$ cat config.mk
export PLATFORM = sky130hd
export DESIGN_NAME = tpps_div_cell
export DESIGN_NICKNAME = d
export VERILOG_FILES = /design/src/hdl/timer_prescaler_period_solver_core_assert.svh /design/src/hdl/tpps_pkg.sv /design/src/hdl/tpps_div_cell.sv
export SDC_FILE = /design/constraint.sdc
export NUM_CORES = 1
export LEC_CHECK = 0
export BUFFER_PORTS_ARGS = -buffer_cell sky130_fd_sc_hd__buf_2
export CORE_ASPECT_RATIO = 0.6
export CORE_MARGIN = 8
export CORE_UTILIZATION = 47
export DETAILED_ROUTE_END_ITERATION = 7
export PLACE_DENSITY = 0.82
export SYNTH_ARGS = -nofsm -noshare
export SYNTH_HDL_FRONTEND = slang
export SYNTH_SLANG_ARGS = --single-unit
$ cat constraint.sdc
create_clock -name clk -period 0.8 [get_ports clk]
set_input_delay 0.12 -clock clk [delete_from_list [all_inputs] [get_ports clk]]
set_output_delay 0.12 -clock clk [all_outputs]
set_load 0.05 [all_outputs]
$ cat src/hdl/timer_prescaler_period_solver_core_assert.svh
// Assertion helpers; expect clk and arst_n in scope.
`ifndef TIMER_PRESCALER_PERIOD_SOLVER_CORE_ASSERT_SVH
`define TIMER_PRESCALER_PERIOD_SOLVER_CORE_ASSERT_SVH

// ante holds -> cons holds at the same edge
`define TPPS_ASSERT_IMPL(label, ante, cons, msg) \
	label: assert property (@(posedge clk) disable iff (!arst_n) (ante) |-> (cons)) \
		else $error(msg);

// cond must never hold
`define TPPS_ASSERT_NEVER(label, cond, msg) \
	label: assert property (@(posedge clk) disable iff (!arst_n) !(cond)) \
		else $error(msg);

`endif

$ cat src/hdl/tpps_pkg.sv
`default_nettype none
package tpps_pkg;

	localparam int DIV_W    = 32;
	localparam int PERIOD_W = 16;
	localparam int CODE_W   = 2;
	localparam int IDX_W    = 2;

	localparam logic [DIV_W-1:0] SYSCLK_RST  = 32'd200000000;
	localparam logic [DIV_W-1:0] MIN_RATE_RST = 32'd1000;
	localparam logic [DIV_W-1:0] MAX_RATE_RST = 32'd105000000;

	typedef enum logic [IDX_W-1:0] {
		REG_SYSCLK   = 2'd0,
		REG_MIN_RATE = 2'd1,
		REG_MAX_RATE = 2'd2,
		REG_NONE     = 2'd3
	} reg_idx_t;

	typedef enum logic [CODE_W-1:0] {
		PSC_DIV1  = 2'd0,
		PSC_DIV4  = 2'd1,
		PSC_DIV16 = 2'd2,
		PSC_DIV64 = 2'd3
	} psc_code_t;

	// one division step in flight
	typedef struct packed {
		logic             vld;
		logic             in_range;
		logic [DIV_W-1:0] dividend;  // remaining dividend bits, msb next
		logic [DIV_W-1:0] divisor;
		logic [DIV_W-1:0] rem;
		logic [DIV_W-1:0] quo;
	} div_stage_t;

endpackage
`default_nettype wire

$ cat src/hdl/tpps_div_cell.sv
`default_nettype none
// One restoring-division step: brings in one dividend bit, yields one quotient bit.
module tpps_div_cell (
	input  wire logic               clk,
	input  wire logic               arst_n,
	input  wire tpps_pkg::div_stage_t stage_in,
	output tpps_pkg::div_stage_t    stage_out
);

	tpps_pkg::div_stage_t stage_s1;
	logic [tpps_pkg::DIV_W:0]   trial;
	logic [tpps_pkg::DIV_W:0]   diff;
	logic                       ge;

	always_comb begin
		trial = {stage_in.rem, stage_in.dividend[tpps_pkg::DIV_W-1]};
		diff  = trial - {1'b0, stage_in.divisor};
		ge    = (trial >= {1'b0, stage_in.divisor});
	end

	always_ff @(posedge clk or negedge arst_n) begin
		if (!arst_n) begin
			stage_s1 <= '0;
		end else begin
			stage_s1.vld      <= stage_in.vld;
			stage_s1.in_range <= stage_in.in_range;
			stage_s1.divisor  <= stage_in.divisor;
			stage_s1.dividend <= {stage_in.dividend[tpps_pkg::DIV_W-2:0], 1'b0};
			stage_s1.rem      <= ge ? diff[tpps_pkg::DIV_W-1:0] : trial[tpps_pkg::DIV_W-1:0];
			stage_s1.quo      <= {stage_in.quo[tpps_pkg::DIV_W-2:0], ge};
		end
	end

	assign stage_out = stage_s1;

endmodule
`default_nettype wire
==> flow_summary.toml, run 1 <==
[logic_synthesis]
yosys_warnings = 0
yosys_register_bits = 129
synth-edff-count = 0
synth_cells = 490
synth.net_count = 655
synthArstFlopShare_pct = 100
synth_cell_type_count = 50
ys_seq_area_share_pct = 58.0
synthFlopType = "dfrtp_1"
avgSynthCellArea_um2 = 11.4
syn_area_um2 = 5570

[clocking]
cts_buffers = 17
clock_path_buffers = 2
post_cts_resized = 323
cts_hold_buf = 121
htree_levels = 4
clock_sinks = 129
cts_setup_buffers = 11
cts_root_buffer = "clkbuf_16"

[die]
fp-row-count = 30
ios = 262
die_w_um = 156
die_height_um = 100
start_util_pct = 48.8

[outcome]
firstError = "[ERROR DPL-0033] detailed placement checks failed during check placement."
outcome = "aborted with a tool error"
haltStage = "4_1_cts"

[place]
placed_cell_area_um2 = 7980
port_buffers = 259
place_hpwl_um = 15300
post-place-ws_ns = -1.86
gp_congestion = 0.891
==> metrics by stage <==
stage	hold slack [ns]	TNS [ns]	instances
after floorplan	-0.176	-47.39	490
after global placement	-0.0115	-55.78	1010
after detailed placement	-0.00809	-58.79	1010
==> cells by family after synthesis <==
logic type	count (synthesis)	synth area share, %
buf+inv	64	5.24
simple gates	107	9.40
other cells	1	0.0674
flops	129	58.0
xor+xnor	26	4.09
fa+ha+maj	33	7.55
mux	10	2.52
compound gates	120	13.1
==> cells in the mapped netlist, types with 5 or more instances <==
cell type / count / area [um^2]
dfrtp_1: 129 / 3230
a21oi_1: 54 / 270
inv_1: 46 / 173
nor2_1: 37 / 139
ha_1: 32 / 400
nand2_1: 24 / 90.1
o21ai_0: 17 / 85.1
xnor2_1: 16 / 140
xor2_1: 10 / 87.6
a21o_1: 8 / 60.1
mux2_4: 8 / 120
nand3_1: 8 / 40.0
nand4_1: 8 / 50.1
nand2b_1: 7 / 43.8
o31ai_1: 7 / 52.6
clkbuf_1: 6 / 22.5
o21a_1: 6 / 45.0
buf_2: 5 / 25.0
buf_6: 5 / 56.3
o21bai_1: 5 / 37.5
==> inputs of run 2 (changes only) <==
Settings changed: CORE_ASPECT_RATIO 0.6 to unset, CORE_UTILIZATION 47 to 40, PLACE_DENSITY 0.82 to unset, PLACE_DENSITY_LB_ADDON set to 0.15.
==> flow_summary.toml, run 2 <==
[run]
cap_violations = 0

[final_layout]
num-nets-final = 1163
area_growth_pct = 103
multiInputGateArea_um2 = 2570
fillers = 709
seqCellArea_um2 = 3230
layout-drive-gt1-share_pct = 50.4
final_cell_mix = "138 x buf_6, 129 x dfrtp_1, 125 x dlygate4sd3_1, 125 x buf_2, 108 x buf_4"
largest_register_ffs = 129
fin_util_pct = 82.5
stdcell_count = 1194
fin_area_um2 = 11300
layout_commonest_cell = "buf_6"

[logic_synthesis]
ys_seq_area_share_pct = 58.0
synth_cell_type_count = 50
syn_area_um2 = 5570
yosysTopAreaCell = "dfrtp_1"
yosys_warnings = 0
synth_area_leaders = "dfrtp_1 58%, ha_1 7.2%, a21oi_1 4.9%, inv_1 3.1%, xnor2_1 2.5%"
synth_common_cells = "129 x dfrtp_1, 54 x a21oi_1, 46 x inv_1"
synth_cells = 490
synthArstFlopShare_pct = 100
synth.net_count = 655
yosys_register_bits = 129
synth_top_area_share_pct = 58.0
synth-edff-count = 0
avgSynthCellArea_um2 = 11.4
synth.most_common_cell = "dfrtp_1"
synthFlopType = "dfrtp_1"

[clocking]
cts_tree = "yes"
cts_buffers = 17
clock_path_buffers = 2
clock_sinks = 129
htree_levels = 4
clk_pin_slew_ns = 0.06
cts_root_buffer = "clkbuf_16"

[place]
port_buffers = 259
placed_cells = 1025
place_hpwl_um = 14600
placed_cell_area_um2 = 7980
gp_congestion = 0.875

[outcome]
outcome = "finished with violations"
violations = "setup timing"

[die]
ios = 262
die_w_um = 134
die_area_um2 = 17900
start_util_pct = 40.6
die_height_um = 134
fp-row-count = 43
core_um2 = 13700

[setup_path]
critPathSlowestCell = "or3b_1"
critPathMaxStageDelay_ns = 0.38
worstPathMaxFanout = 8
cp.arrival_ns = 2.32
path_class = "primary input to register"
cp-start-kind = "primary input"
endpoint_kind = "register"
crit_path_frequent_cell = "nand2_1"
required_ns = 1.11
crit_family = "compound AO/OA/AOI/OAI gates"
critPathBufInv = 3
path_cells = "buf_2, inv_1, ha_1, nand2_1, nand2_1, a211o_1, a31oi_2, or3b_1, o21a_4, buf_12, mux2_4"

[timing]
finalCriticalPeriod_ns = 2.01
fmax_mhz = 497
setup_ws_ns = -1.21
slew_violations = 0
finalHoldViolCount = 0
period_share_pct = 251
rsz0062_at_grt = "true"
finalSetupViolations = 162
tns_ns = -75.26

[global_routing]
overflow = 0
grt_pass1_wl_um = 36700
grt_max_degree = 31
grt_pass1_vias = 6581
antenna_found_initial = 5
gr-usage-all-layers_pct = 26.7

[routing]
vias_per_cell = 4.92
drc = 0
drt_iter0_drc = 314
wire_per_inst_um = 21.0
dr.pass1.iters = 5
wirelength_um = 25000
vias = 5871
antenna_left = 0

[worst_hold_path]
min_path_type = "primary input to register"

[pwr]
vdd_ir_drop_max_uv = 1570
leakage_nw = 5.42
power_density_nw_per_um2 = 2140
finalPower_w = 0.0243
## run 2: cell type report
| class | count | area share [%] |
|---|---|---|
| tap | 180 | 1.99 |
| clock buffer | 17 | 3.76 |
| inverter | 46 | 1.68 |
| sequential | 129 | 28.5 |
| timing repair buffer | 507 | 39.6 |
| multi-input combinational | 297 | 22.7 |
| antenna | 4 | 0.0885 |
| clock inverter | 14 | 1.60 |
## run 2: timing repair
item | 4_1_cts | 5_1_grt
gates resized for setup | 303 | 82
gates cloned | 3 | 1
buffers inserted | 3 | 3
pin swaps | 10 | 15
endpoints found under the setup margin | 162 | 162
hold endpoints to repair | 253 | 0
hold buffers | 125 | 0
## run 2: stage by stage
| stage | setup WS [ns] | hold slack (ns) |
|---|---|---|
| final | -1.21 | 0.0476 |
| after global routing | -1.27 | 0.0440 |
| after CTS | -1.22 | 0.0229 |
| after detailed placement | -1.81 | 0.00560 |
| after global placement | -1.76 | 0.00435 |
| after floorplan | -1.47 | -0.176 |
## run 2: power breakdown
group,switching [W],total (W),internal (W)
Clock,0.00324,0.00817,0.00493
Sequential,0.000347,0.00749,0.00714
Combinational,0.00484,0.00861,0.00376
Total,0.00843,0.0243,0.0158
## run 2: worst paths after layout
kind	startpoint	endpoint	slack, ns	cells after the start
worst max-delay path	stage_in[94]	stage_out[39]	-1.21	11
worst min-delay path	stage_in[62]	stage_out[63]	0.05	3
max in group asynchronous	arst_n	stage_out[33]	0.16	3
min in group asynchronous	arst_n	stage_out[117]	0.18	2
## run 2: per-layer routing
metal | global-route usage [%] | up-vias | share of wire (%) | routed length, um
li1 | - | 2699 | - | -
met1 | 27.8 | 2885 | 36 | 9080
met2 | 47.6 | 234 | 52 | 13100
met3 | 9.65 | 51 | 7.7 | 1940
met4 | 11.2 | 2 | 3.8 | 955
met5 | 0 | - | 0.052 | 13
## run 2: cells by family after synthesis
group / synth area share [%]
DFF: 58.0
AOI/OAI and AO/OA: 13.1
and+or+nand+nor: 9.40
buffers and inverters: 5.24
adders and majority gates: 7.55
xor gates and xnor gates: 4.09
muxes: 2.52
other: 0.0674
## run 2: tightest hold or removal path, cell delays in order
cell and delay [ns]:
buf_2 0.10, buf_4 0.10, mux2_4 0.13
Power figures use the tool's default switching activity.
